<file path="src/design/jsue_pkg.sv">
// Shared types, codes and character helpers for the JSON string escaper.
`default_nettype none
package jsue_pkg;

  localparam logic [7:0] CH_QUOTE = 8'h22;
  localparam logic [7:0] CH_BSL   = 8'h5c;
  localparam logic [7:0] CH_LF    = 8'h0a;
  localparam logic [7:0] CH_CR    = 8'h0d;
  localparam logic [7:0] CH_TAB   = 8'h09;
  localparam logic [7:0] CH_N     = 8'h6e;
  localparam logic [7:0] CH_R     = 8'h72;
  localparam logic [7:0] CH_T     = 8'h74;
  localparam logic [7:0] CH_U     = 8'h75;
  localparam logic [7:0] CH_0     = 8'h30;
  localparam logic [7:0] CH_A     = 8'h61;

  localparam logic [15:0] REPL_CP = 16'hfffd;
  // Index of the last character of a six-character \uXXXX escape.
  localparam logic [2:0] UESC_LAST = 3'd5;

  // Controller states; each non-idle state emits one segment of the result.
  typedef enum logic [6:0] {
    ST_IDLE  = 7'b0000001,
    ST_OPEN  = 7'b0000010,
    ST_REP1  = 7'b0000100,
    ST_COPY  = 7'b0001000,
    ST_FRESH = 7'b0010000,
    ST_REP2  = 7'b0100000,
    ST_CLOSE = 7'b1000000
  } state_t;

  typedef enum logic [1:0] {
    FK_NONE = 2'd0,
    FK_LIT  = 2'd1,
    FK_ESC  = 2'd2,
    FK_UESC = 2'd3
  } fresh_kind_t;

  // Result plan of one item: segment sizes in emission order.
  typedef struct packed {
    logic       open_q;
    logic [2:0] rep1;
    logic [2:0] copy_len;
    logic [2:0] fresh_len;
    logic [2:0] rep2;
    logic       close_q;
  } plan_t;

  typedef struct packed {
    logic       load;
    logic       emit;
    state_t     seg;
    logic [2:0] idx;
    logic       last;
    logic       done;
  } cmd_t;

  typedef struct packed {
    plan_t plan_in;
    plan_t plan_r;
    logic  out_free;
  } status_t;

  function automatic logic [7:0] hex_char(input logic [3:0] n);
    logic [7:0] r;
    if (n < 4'd10) begin
      r = CH_0 + {4'd0, n};
    end else begin
      r = CH_A + {4'd0, n} - 8'd10;
    end
    return r;
  endfunction

  function automatic logic [7:0] uesc_char(input logic [2:0] idx, input logic [15:0] v);
    logic [7:0] r;
    case (idx)
      3'd0:    r = CH_BSL;
      3'd1:    r = CH_U;
      3'd2:    r = hex_char(v[15:12]);
      3'd3:    r = hex_char(v[11:8]);
      3'd4:    r = hex_char(v[7:4]);
      default: r = hex_char(v[3:0]);
    endcase
    return r;
  endfunction

  // First non-empty segment after the given state, or idle when none is left.
  function automatic state_t next_seg(input state_t s, input plan_t p);
    logic [6:0] ne;
    logic [6:0] sv;
    logic [6:0] cand;
    logic [6:0] pick;
    state_t     r;
    ne   = {p.close_q, p.rep2 != 3'd0, p.fresh_len != 3'd0, p.copy_len != 3'd0,
            p.rep1 != 3'd0, p.open_q, 1'b0};
    sv   = s;
    cand = ne & ~(sv | (sv - 7'd1));
    pick = cand & (~cand + 7'd1);
    if (pick == 7'd0) begin
      r = ST_IDLE;
    end else begin
      r = state_t'(pick);
    end
    return r;
  endfunction

endpackage
`default_nettype wire

</file>
<file path="src/design/jsue_ctrl.sv">
// Sequencer that walks the segments of an item's result plan, one byte per cycle while the output stage is free.
`default_nettype none
module jsue_ctrl (
  input  wire               clk,
  input  wire               rst_n,
  input  wire               in_valid,
  output logic              in_ready,
  input  jsue_pkg::status_t st,
  output jsue_pkg::cmd_t    cmd
);

  jsue_pkg::state_t state_r, state_nxt;
  logic [2:0] idx_r, idx_nxt;
  logic [2:0] rep_r, rep_nxt;
  logic       seg_end;

  assign in_ready = (state_r == jsue_pkg::ST_IDLE);

  always_comb begin
    unique case (state_r)
      jsue_pkg::ST_REP1:  seg_end = (idx_r == jsue_pkg::UESC_LAST) &&
                                    (rep_r == st.plan_r.rep1 - 3'd1);
      jsue_pkg::ST_REP2:  seg_end = (idx_r == jsue_pkg::UESC_LAST) &&
                                    (rep_r == st.plan_r.rep2 - 3'd1);
      jsue_pkg::ST_COPY:  seg_end = (idx_r == st.plan_r.copy_len - 3'd1);
      jsue_pkg::ST_FRESH: seg_end = (idx_r == st.plan_r.fresh_len - 3'd1);
      default:            seg_end = 1'b1;
    endcase
  end

  always_comb begin
    state_nxt = state_r;
    idx_nxt   = idx_r;
    rep_nxt   = rep_r;
    cmd.load  = 1'b0;
    cmd.emit  = 1'b0;
    cmd.seg   = state_r;
    cmd.idx   = idx_r;
    cmd.last  = 1'b0;
    cmd.done  = (state_r == jsue_pkg::ST_CLOSE);
    if (state_r == jsue_pkg::ST_IDLE) begin
      if (in_valid) begin
        cmd.load  = 1'b1;
        state_nxt = jsue_pkg::next_seg(jsue_pkg::ST_IDLE, st.plan_in);
        idx_nxt   = 3'd0;
        rep_nxt   = 3'd0;
      end
    end else if (st.out_free) begin
      cmd.emit = 1'b1;
      if (seg_end) begin
        state_nxt = jsue_pkg::next_seg(state_r, st.plan_r);
        cmd.last  = (state_nxt == jsue_pkg::ST_IDLE);
        idx_nxt   = 3'd0;
        rep_nxt   = 3'd0;
      end else if ((state_r == jsue_pkg::ST_REP1 || state_r == jsue_pkg::ST_REP2) &&
                   idx_r == jsue_pkg::UESC_LAST) begin
        // wrap to the next replacement escape
        idx_nxt = 3'd0;
        rep_nxt = rep_r + 3'd1;
      end else begin
        idx_nxt = idx_r + 3'd1;
      end
    end
  end

  always_ff @(posedge clk) begin
    if (!rst_n) begin
      state_r <= jsue_pkg::ST_IDLE;
      idx_r   <= 3'd0;
      rep_r   <= 3'd0;
    end else begin
      state_r <= state_nxt;
      idx_r   <= idx_nxt;
      rep_r   <= rep_nxt;
    end
  end

endmodule
`default_nettype wire

</file>
<file path="src/design/jsue_dp.sv">
// Datapath: UTF-8 hold state, result planning, byte selection and output register.
`default_nettype none
module jsue_dp (
  input  wire                clk,
  input  wire                rst_n,
  input  wire  [7:0]         in_byte,
  input  wire                has_byte,
  input  wire                string_start,
  input  wire                string_end,
  input  jsue_pkg::cmd_t     cmd,
  output jsue_pkg::status_t  st,
  output logic               out_valid,
  input  wire                out_ready,
  output logic [7:0]         out_byte,
  output logic               run_last,
  output logic               string_done
);

  logic [7:0] held_r [3];
  logic [1:0] cnt_r, cnt_nxt;
  logic [2:0] exp_r, exp_nxt;

  jsue_pkg::plan_t       plan_r, plan_nxt;
  logic [7:0]            cb_r [4];
  logic [7:0]            cb_nxt [4];
  jsue_pkg::fresh_kind_t fkind_r, fkind_nxt;
  logic [7:0]            fch_r, fch_nxt;
  logic [15:0]           fval_r, fval_nxt;

  logic       out_valid_r;
  logic [7:0] out_byte_r;
  logic       out_last_r;
  logic       out_done_r;

  logic [1:0] eff_cnt;
  logic [2:0] eff_exp;
  logic       do_fresh;
  logic       held_we;
  logic [1:0] held_wa;
  logic [7:0] second;
  logic       seq_ok;
  logic [7:0] sel_byte;

  assign eff_cnt = string_start ? 2'd0 : cnt_r;
  assign eff_exp = string_start ? 3'd0 : exp_r;
  assign second  = (eff_cnt >= 2'd2) ? held_r[1] : in_byte;

  always_comb begin
    seq_ok = 1'b1;
    if (eff_exp == 3'd2 && held_r[0] < 8'hc2) begin
      seq_ok = 1'b0;
    end
    if (eff_exp == 3'd3 && held_r[0] == 8'he0 && second < 8'ha0) begin
      seq_ok = 1'b0;
    end
    if (eff_exp == 3'd4) begin
      if (held_r[0] > 8'hf4) seq_ok = 1'b0;
      if (held_r[0] == 8'hf0 && second < 8'h90) seq_ok = 1'b0;
      if (held_r[0] == 8'hf4 && second > 8'h8f) seq_ok = 1'b0;
    end
  end

  // Held bytes in order, followed by the incoming byte.
  always_comb begin
    for (int i = 0; i < 3; i++) begin
      cb_nxt[i] = (2'(i) < eff_cnt) ? held_r[i] : in_byte;
    end
    cb_nxt[3] = in_byte;
  end

  always_comb begin
    plan_nxt        = '0;
    plan_nxt.open_q = string_start;
    do_fresh        = 1'b0;
    held_we         = 1'b0;
    held_wa         = eff_cnt;
    cnt_nxt         = eff_cnt;
    exp_nxt         = eff_exp;
    fkind_nxt       = jsue_pkg::FK_NONE;
    fch_nxt         = in_byte;
    fval_nxt        = jsue_pkg::REPL_CP;
    if (has_byte) begin
      if (eff_cnt == 2'd0) begin
        do_fresh = 1'b1;
      end else if (in_byte[7:6] != 2'b10) begin
        // broken sequence: replace held bytes, then take the byte afresh
        plan_nxt.rep1 = {1'b0, eff_cnt};
        do_fresh      = 1'b1;
      end else if ({1'b0, eff_cnt} + 3'd1 < eff_exp) begin
        held_we = 1'b1;
        cnt_nxt = eff_cnt + 2'd1;
      end else begin
        if (seq_ok) begin
          plan_nxt.copy_len = {1'b0, eff_cnt} + 3'd1;
        end else begin
          plan_nxt.rep1 = {1'b0, eff_cnt} + 3'd1;
        end
        cnt_nxt = 2'd0;
        exp_nxt = 3'd0;
      end
    end
    if (do_fresh) begin
      cnt_nxt = 2'd0;
      exp_nxt = 3'd0;
      if (in_byte == jsue_pkg::CH_QUOTE || in_byte == jsue_pkg::CH_BSL) begin
        fkind_nxt = jsue_pkg::FK_ESC;
      end else if (in_byte == jsue_pkg::CH_LF) begin
        fkind_nxt = jsue_pkg::FK_ESC;
        fch_nxt   = jsue_pkg::CH_N;
      end else if (in_byte == jsue_pkg::CH_CR) begin
        fkind_nxt = jsue_pkg::FK_ESC;
        fch_nxt   = jsue_pkg::CH_R;
      end else if (in_byte == jsue_pkg::CH_TAB) begin
        fkind_nxt = jsue_pkg::FK_ESC;
        fch_nxt   = jsue_pkg::CH_T;
      end else if (in_byte < 8'h20) begin
        fkind_nxt = jsue_pkg::FK_UESC;
        fval_nxt  = {8'h00, in_byte};
      end else if (in_byte < 8'h80) begin
        fkind_nxt = jsue_pkg::FK_LIT;
      end else if (in_byte[7:5] == 3'b110 || in_byte[7:4] == 4'b1110 ||
                   in_byte[7:3] == 5'b11110) begin
        // lead byte: start holding
        held_we = 1'b1;
        held_wa = 2'd0;
        cnt_nxt = 2'd1;
        if (in_byte[7:5] == 3'b110) begin
          exp_nxt = 3'd2;
        end else if (in_byte[7:4] == 4'b1110) begin
          exp_nxt = 3'd3;
        end else begin
          exp_nxt = 3'd4;
        end
      end else begin
        fkind_nxt = jsue_pkg::FK_UESC;
      end
    end
    case (fkind_nxt)
      jsue_pkg::FK_LIT:  plan_nxt.fresh_len = 3'd1;
      jsue_pkg::FK_ESC:  plan_nxt.fresh_len = 3'd2;
      jsue_pkg::FK_UESC: plan_nxt.fresh_len = 3'd6;
      default:           plan_nxt.fresh_len = 3'd0;
    endcase
    if (string_end) begin
      plan_nxt.rep2    = {1'b0, cnt_nxt};
      plan_nxt.close_q = 1'b1;
      cnt_nxt          = 2'd0;
      exp_nxt          = 3'd0;
    end
  end

  always_comb begin
    unique case (cmd.seg)
      jsue_pkg::ST_OPEN, jsue_pkg::ST_CLOSE: sel_byte = jsue_pkg::CH_QUOTE;
      jsue_pkg::ST_REP1, jsue_pkg::ST_REP2:
        sel_byte = jsue_pkg::uesc_char(cmd.idx, jsue_pkg::REPL_CP);
      jsue_pkg::ST_COPY: sel_byte = cb_r[cmd.idx[1:0]];
      jsue_pkg::ST_FRESH: begin
        case (fkind_r)
          jsue_pkg::FK_LIT:  sel_byte = fch_r;
          jsue_pkg::FK_ESC:  sel_byte = (cmd.idx == 3'd0) ? jsue_pkg::CH_BSL : fch_r;
          jsue_pkg::FK_UESC: sel_byte = jsue_pkg::uesc_char(cmd.idx, fval_r);
          default:           sel_byte = 8'd0;
        endcase
      end
      default: sel_byte = 8'd0;
    endcase
  end

  assign st.plan_in  = plan_nxt;
  assign st.plan_r   = plan_r;
  assign st.out_free = !out_valid_r || out_ready;

  always_ff @(posedge clk) begin
    if (!rst_n) begin
      cnt_r <= 2'd0;
      exp_r <= 3'd0;
    end else if (cmd.load) begin
      cnt_r <= cnt_nxt;
      exp_r <= exp_nxt;
    end
  end

  always_ff @(posedge clk) begin
    if (cmd.load) begin
      plan_r  <= plan_nxt;
      fkind_r <= fkind_nxt;
      fch_r   <= fch_nxt;
      fval_r  <= fval_nxt;
      for (int i = 0; i < 4; i++) begin
        cb_r[i] <= cb_nxt[i];
      end
      for (int i = 0; i < 3; i++) begin
        if (held_we && held_wa == 2'(i)) begin
          held_r[i] <= in_byte;
        end
      end
    end
  end

  always_ff @(posedge clk) begin
    if (!rst_n) begin
      out_valid_r <= 1'b0;
    end else if (cmd.emit) begin
      out_valid_r <= 1'b1;
    end else if (out_ready) begin
      out_valid_r <= 1'b0;
    end
  end

  always_ff @(posedge clk) begin
    if (cmd.emit) begin
      out_byte_r <= sel_byte;
      out_last_r <= cmd.last;
      out_done_r <= cmd.done;
    end
  end

  assign out_valid   = out_valid_r;
  assign out_byte    = out_byte_r;
  assign run_last    = out_last_r;
  assign string_done = out_done_r;

endmodule
`default_nettype wire

</file>
<file path="src/design/json_string_utf8_escaper.sv">
// Top level of the JSON string escaper with UTF-8 validation.
// Each accepted item is one string byte (or an empty-string marker) plus start and end
// flags; the block plans the item's whole result at acceptance and then sends it one
// escaped byte per cycle through a registered output stage. Each item is accepted, then
// its result bytes go out through the controller's single byte-wide emission path; an
// item that causes no result emits nothing. A new item is taken as soon as the last
// result byte of the previous one has been loaded into the output register.
// Backpressure on the output stalls emission.
// There is no clearing pass after reset.
`default_nettype none
module json_string_utf8_escaper (
  input  wire         clk,
  input  wire         rst_n,
  input  wire         in_tvalid,
  output logic        in_tready,
  input  wire  [7:0]  in_tdata,   // [7:0] in_byte
  input  wire  [1:0]  in_tuser,   // [0] has_byte, [1] string_start
  input  wire         in_tlast,   // string_end
  output logic        out_tvalid,
  input  wire         out_tready,
  output logic [7:0]  out_tdata,  // [7:0] out_byte
  output logic        out_tuser,  // [0] string_done
  output logic        out_tlast   // run_last
);

  jsue_pkg::cmd_t    cmd;
  jsue_pkg::status_t st;

  jsue_ctrl u_ctrl (
    .clk      (clk),
    .rst_n    (rst_n),
    .in_valid (in_tvalid),
    .in_ready (in_tready),
    .st       (st),
    .cmd      (cmd)
  );

  jsue_dp u_dp (
    .clk          (clk),
    .rst_n        (rst_n),
    .in_byte      (in_tdata),
    .has_byte     (in_tuser[0]),
    .string_start (in_tuser[1]),
    .string_end   (in_tlast),
    .cmd          (cmd),
    .st           (st),
    .out_valid    (out_tvalid),
    .out_ready    (out_tready),
    .out_byte     (out_tdata),
    .run_last     (out_tlast),
    .string_done  (out_tuser)
  );

endmodule
`default_nettype wire
</file>
<file path="config.mk">
export PLATFORM = sky130hd
export DESIGN_NAME = json_string_utf8_escaper
export DESIGN_NICKNAME = d
export VERILOG_FILES = /design/src/design/jsue_pkg.sv /design/src/design/jsue_ctrl.sv /design/src/design/jsue_dp.sv /design/src/design/json_string_utf8_escaper.sv
export SDC_FILE = /design/constraint.sdc
export NUM_CORES = 1
export LEC_CHECK = 0
export ABC_CLOCK_PERIOD_IN_PS = 10900
export BUFFER_PORTS_ARGS = -buffer_cell sky130_fd_sc_hd__buf_4
export CAP_MARGIN = 20
export CORE_MARGIN = 4
export CORE_UTILIZATION = 35
export DETAILED_ROUTE_END_ITERATION = 10
export GPL_TIMING_DRIVEN = 0
export PLACE_DENSITY = 0.53
export SYNTH_ARGS = -nofsm -noshare
export SYNTH_HDL_FRONTEND = slang
export SYNTH_SLANG_ARGS = --single-unit
</file>
<file path="constraint.sdc">
create_clock -name clk -period 10.9 [get_ports clk]
set_input_delay 0 -clock clk [delete_from_list [all_inputs] [get_ports clk]]
set_output_delay 0 -clock clk [all_outputs]
set_load 0.02 [all_outputs]
</file>
# Yosys cells after proc, flatten, opt, wreduce, memory -nomap -nowiden

Memory sizes are Yosys's and may differ from the RTL's. A register that Yosys moved wholly into a read port is not among the register bits.
Index checks and enable logic that the tools add are counted.
Widths: inputs -> output; s select.

Bits in registers: 69
Input port bits: 15
Output and inout port bits: 12
Bits in writable memories: 56
Logic and storage cells: 296
Memories kept: 2

Bitwise operators: 11
Magnitude comparators: 16
Add/subtract/negate cells: 23
Equal/unequal tests: 41
Muxes and demuxes: 139
Reduce and logical (&&, ||, !) cells: 45

Memories:

| memory      | words | width | read ports | clocked after memory_dff | wr ports | RTL line      | text |
|---|---|---|---|---|---|---|---|
| u_dp.cb_r   | 4     | 8     | 1          | 1                        | 4        | jsue_dp.sv:24 | `logic [7:0] cb_r [4];` |
| u_dp.held_r | 3     | 8     | 3          | 0                        | 1        | jsue_dp.sv:19 | `logic [7:0] held_r [3];` |

Operators by type and width:

| operator            | number |
|---|---|
| $mux 8              | 16 |
| $mux 3              | 30 |
| $mux 2              | 33 |
| $mux 7              | 9 |
| $mux 1              | 41 |
| $pmux 8 s5          | 1 |
| $add 7x4->8 const A | 4 |
| $lt 8x8->1 const B  | 4 |
| $pmux 8 s4          | 1 |
| $sub 8x4->8 const B | 4 |
| $add 6x4->7 const A | 4 |
| $reduce_bool 3->1   | 9 |
| $eq 8x4->1 const B  | 3 |
| $eq 8x8->1 const B  | 3 |
| $pmux 8 s3          | 1 |
| $and 7x7->7         | 3 |
| $not 7->7           | 3 |
| $mux 6              | 3 |
| $pmux 6 s3          | 1 |
| $gt 8x8->1 const B  | 2 |
| $lt 4x4->1 const B  | 4 |
| $mux 16             | 1 |
| $reduce_or 8->1     | 2 |
| $add 7x1->7 const B | 2 |
| 45 further kinds    | 91 |

# Logic depth before layout (Yosys ltp)

Word-level depth: 23
Mapped depth: 13
Depth with buffers taken out: 12

# Modules after synthesis

Synthesis repeated with hierarchy kept, for this count alone.

Cells, all modules: 603
Area total of the unflattened synthesis: 6434.9 µm²

By module, submodules not included:

| module    | seq. area each (µm²) | area each (µm²) | instances | cells each |
|---|---|---|---|---|
| jsue_dp   | 3032.9               | 5036.1          | 1         | 419 |
| jsue_ctrl | 260.2                | 1398.8          | 1         | 184 |

# Worst setup path before layout

OpenSTA, ideal clock, no wires.

Path kind: register to register
From: reg u_ctrl.state_r[3]
To: mem u_dp.held_r[0][0], enable pin
Buffers on the path: 2
Arrival: 3.371 ns
Clock period less this slack: 3.746 ns
Required time: 10.525 ns
Library setup time: 0.375 ns
Setup slack: 7.154 ns
Stages on the path, launching flop included: 10
Path through: dfxtp_1 > buf_6 > nor4_1 > nand2_1 > inv_2 > nand2_1 > clkbuf_1 > inv_1 > nand2_1 > a21oi_1

RTL lines:

| what                   | RTL line        | text |
|---|---|---|
| start, declared        | jsue_ctrl.sv:12 | `jsue_pkg::state_t state_r, state_nxt;` |
| start signal, assigned | jsue_ctrl.sv:68 | `state_r <= jsue_pkg::ST_IDLE;` |
| start signal, assigned | jsue_ctrl.sv:72 | `state_r <= state_nxt;` |
| end, declared          | jsue_dp.sv:19   |  |

# Worst setup path in the final report

From: reg u_dp.cnt_r[1]
To: reg u_dp.fval_r[4], data pin

Longest elaborated chain between the ends: 6

Ends and longest elaborated chain:

| what                             | RTL line       | text |
|---|---|---|
| start, declared                  | jsue_dp.sv:20  | `logic [1:0] cnt_r, cnt_nxt;` |
| start signal, assigned           | jsue_dp.sv:179 | `cnt_r <= cnt_nxt;` |
| $mux 2                           | jsue_dp.sv:44  | `assign eff_cnt = string_start ? 2'd0 : cnt_r;` |
| $logic_not 2->1                  | jsue_dp.sv:83  | `if (eff_cnt == 2'd0) begin` |
| $mux 1                           | jsue_dp.sv:83  |  |
| $mux 1                           | jsue_dp.sv:82  | `if (has_byte) begin` |
| $not 1->1 (no source line)       | --             |  |
| $reduce_or 6->1 (no source line) | --             |  |
| end signal, assigned             | jsue_dp.sv:189 | `fval_r <= fval_nxt;` |
| end, declared                    | jsue_dp.sv:28  | `logic [15:0] fval_r, fval_nxt;` |

No other way between the ends.
A chain may end at the register's enable or synchronous reset.

==> metrics <==
Detailed Place HPWL=between 10000 and 15000 um; outcome=finished clean; layout cells sized above 1=between 10% and 20%; Clock Path Buffers=2; worst hold start=in_tvalid; Routed Antenna Nets=0; simple logic cell fraction of the synthesized area=between 10% and 20%; Highest Clock Rate=~0.27 GHz; Final WS setup=a little over 7 ns; Setup violations, final=0; CP top delay family=simple AND/OR/NAND/NOR gates; initial antenna violation count=0; GRT overflow=0; reg-to-reg critical path endpoint=u_dp.fval_r[4]$_SDFFCE_PP1P_; hold_ws=approximately 0.085 ns; most frequent cells after synthesis=edfxtp_1, nand2_1, nor2_1; RD Place Congestion=0.911; area growth from synthesis to layout=18.2%; P_leak=roughly 2.8 nW; I/O pin total=27; Vias=between 4k and 5k; top cells by area, synth=edfxtp_1, dfxtp_1, nand2_1, ha_1, mux4_2; buffers plus inverters on the worst setup path=2; clk sinks=approximately 120; ys async rst share=0%; Synth Area in Adders=2.86%; critical-path cell list=nand2b_2 -> clkbuf_1 -> ha_1 -> nor3b_1 -> nor2b_1 -> o221ai_1 -> or4_1 -> clkbuf_1 -> or2_1; WL per Instance=slightly below 20 um; CP dominant cell by count=clkbuf_1; largest net degree at the start of global routing=48; global-route wire length before repair=approximately 28000 um; CP Class=reg -> reg; maximum VDD drop=between 0.1 and 0.15 mV; syn_nets=between 600 and 700; Crit Path Max Fanout=10; Worst-Margin Slew=0.881 ns; HP Class=in -> reg; Total Wirelength=around 17000 um; Top FF cell, synth=edfxtp_1; RSZ-0062 raised after global routing=no; number of synthesized register bits=119; residual DRC count=0; total CTS buffers=17; vias in the first global route=between 4k and 5k; Synth Area in Compound Gates=15.0%; Final Critical Period=3.70 ns; DR vias/cell=roughly 5.5; Setup TNS=0 ns; CP Launch Type=register; post-CTS setup buffer count=0; slowest CP cell=nor2b_1; site row count=49; Synth cell types=between 80 and 90; mux contribution to synthesized area=6.25%; CP peak stage delay=between 0.6 and 0.7 ns; Seq/Total Area, Yosys=slightly above 50%; overall power after layout=1.75 mW; worst skew pair latency=around 0.43 ns; Antenna Diode Count=0; Core Area=18200 um2; Fin. Hold Viols=0; Buffers on Ports=26; 1st-iter DRT viols=~470; cell taking the most area after synthesis=edfxtp_1; Yosys top cell area share=between 40 and 50%; Layout Nets=between 600 and 700; max-slew violation count=0; Global Route Usage Sum=16.9%; clock slew at reported path FFs=around 0.06 ns; Syn Inst Count=roughly 600; post-CTS sizing=0; Cell Pwr Density=roughly 220 nW/um2; dpl ws=between 7 and 8 ns; Post-Syn Area per Cell=roughly 11 um2; initial core utilization=between 30 and 40%; max-cap violations=0; Die Span Y=about 140 um; die area=between 20000 and 25000 um2; CTS tree=done; Post-Synth XOR/XNOR Area=about 1.7%; Die X=between 100 and 150 um; worst clock skew=about 0.0094 ns; number of synthesized flops with an enable pin=98; Hold Crit Depth=4; Rel. slew slack=between 40% and 50%; post-synthesis cell area=~6600 um2; yosys warns=0; clk root buf=clkbuf_16; final period utilization=34.0%; drt pass-1 iters=5; largest family of logic cells by synthesized area=simple AND/OR/NAND/NOR gates; cts hold-fix bufs=12; worst path required time=roughly 11 ns; Setup crit end kind=register; H-Tree Depth=4; worst reg2reg path depth=9; Layout fillers=approximately 1.7k; R2R setup slack=7.20 ns; Critical Path AT=around 3.9 ns; most common cell in the netlist=edfxtp_1; worst r2r src=u_dp.cnt_r[1]$_SDFFE_PN0P_
[kinds of logic (layout without fill, tap and decap cells)]
family                     after synthesis  count (layout)
xor gates and xnor gates                13              13
muxes                                   29              29
and+or+nand+nor                        228             228
adders and majority gates               15              15
buffers and inverters                   57             128
AOI/OAI and AO/OA                      133             133
DFF                                    119             119
[metal layers]
metal / up-vias / GRT usage, % / wire length [um]
met5: - / 0 / 0
met4: 0 / 6.65 / 363
met3: 29 / 3.65 / 819
met2: 146 / 26.5 / 8020
met1: 2381 / 22.9 / 8070
li1: 2363 / - / -
[worst max-delay path by stage]
stage	cells past startpoint	end	slack, ns	start
floorplan	9	u_dp.held_r[0][0]$_DFFE_PP_	7.15	u_ctrl.state_r[3]$_SDFFE_PN0P_
global placement	9	u_dp.held_r[0][1]$_DFFE_PP_	6.10	u_ctrl.state_r[3]$_SDFFE_PN0P_
detailed placement	9	u_dp.fval_r[4]$_SDFFCE_PP1P_	7.23	u_dp.cnt_r[1]$_SDFFE_PN0P_
CTS	9	u_dp.fval_r[4]$_SDFFCE_PP1P_	7.20	u_dp.cnt_r[1]$_SDFFE_PN0P_
global route	9	u_dp.fval_r[0]$_SDFFCE_PP1P_	7.02	u_dp.cnt_r[1]$_SDFFE_PN0P_
finish	9	u_dp.fval_r[4]$_SDFFCE_PP1P_	7.20	u_dp.cnt_r[1]$_SDFFE_PN0P_
[state kept, by name, summed over array words and instances, names as in the netlist, named ones only]
signal,cells
u_dp.st,13
u_dp.exp_r,3
u_dp.fval_r,9
u_dp.fkind_r,2
u_dp.cb_r,32
u_dp.held_r,24
u_dp.string_done,1
u_dp.out_valid,1
u_dp.run_last,1
u_dp.fch_r,8
u_ctrl.state_r,7
u_dp.out_byte,8
u_ctrl.idx_r,3
u_dp.cnt_r,2
u_ctrl.rep_r,3
[stage by stage]
stage / util, % / instance area [um2] / instances
global route: 42.6 / 7760 / 894
global placement: 38.7 / 7050 / 849
finish: 42.6 / 7760 / 894
floorplan: - / 6570 / 594
detailed placement: 38.8 / 7070 / 850
CTS: 42.6 / 7760 / 894
[area by class of cell]
type	count	area, um2	share of cell area (%)
sequential	119	3360	43.3
clock buffer	17	425	5.48
inverter	26	97.6	1.26
clock inverter	15	144	1.85
buffer	31	154	1.98
multi-input combinational	418	2960	38.1
tap	229	287	3.69
timing repair buffer	39	335	4.32
[cell usage in the layout (no fill, tap or decap), drive strengths merged, types with 6 or more instances in the layout]
cell         instances
mux4                 8
dfxtp               21
dlygate4sd3         12
a211oi               7
nor3                15
xnor2                7
a21boi               9
a22oi               10
edfxtp              98
clkinv               6
buf                 37
nor2                45
mux2i                8
nand3b               6
mux2                13
nand2b              13
a31oi                6
nand3               13
inv                 32
a21oi               21
o21ai               26
nor4                10
or2                  7
clkbuf              38
nand2               61
nor2b               16
ha                  15
xor2                 6
nor3b               10
[worst min-delay path, cell delays in order]
cell      delay (ns)
buf_4           0.10
mux2i_2         0.17
nand2_1         0.11
a21boi_1        0.08
[where the power goes]
| part | leakage, nW | internal (mW) | switching (mW) | total (mW) |
|---|---|---|---|---|
| sequential | 1.07 | 0.615 | 0.0505 | 0.666 |
| combinational | 1.42 | 0.203 | 0.335 | 0.538 |
| clock | 0.275 | 0.318 | 0.224 | 0.542 |
| total | 2.76 | 1.14 | 0.609 | 1.75 |
Note: power is estimated with default switching activity, not from simulation.
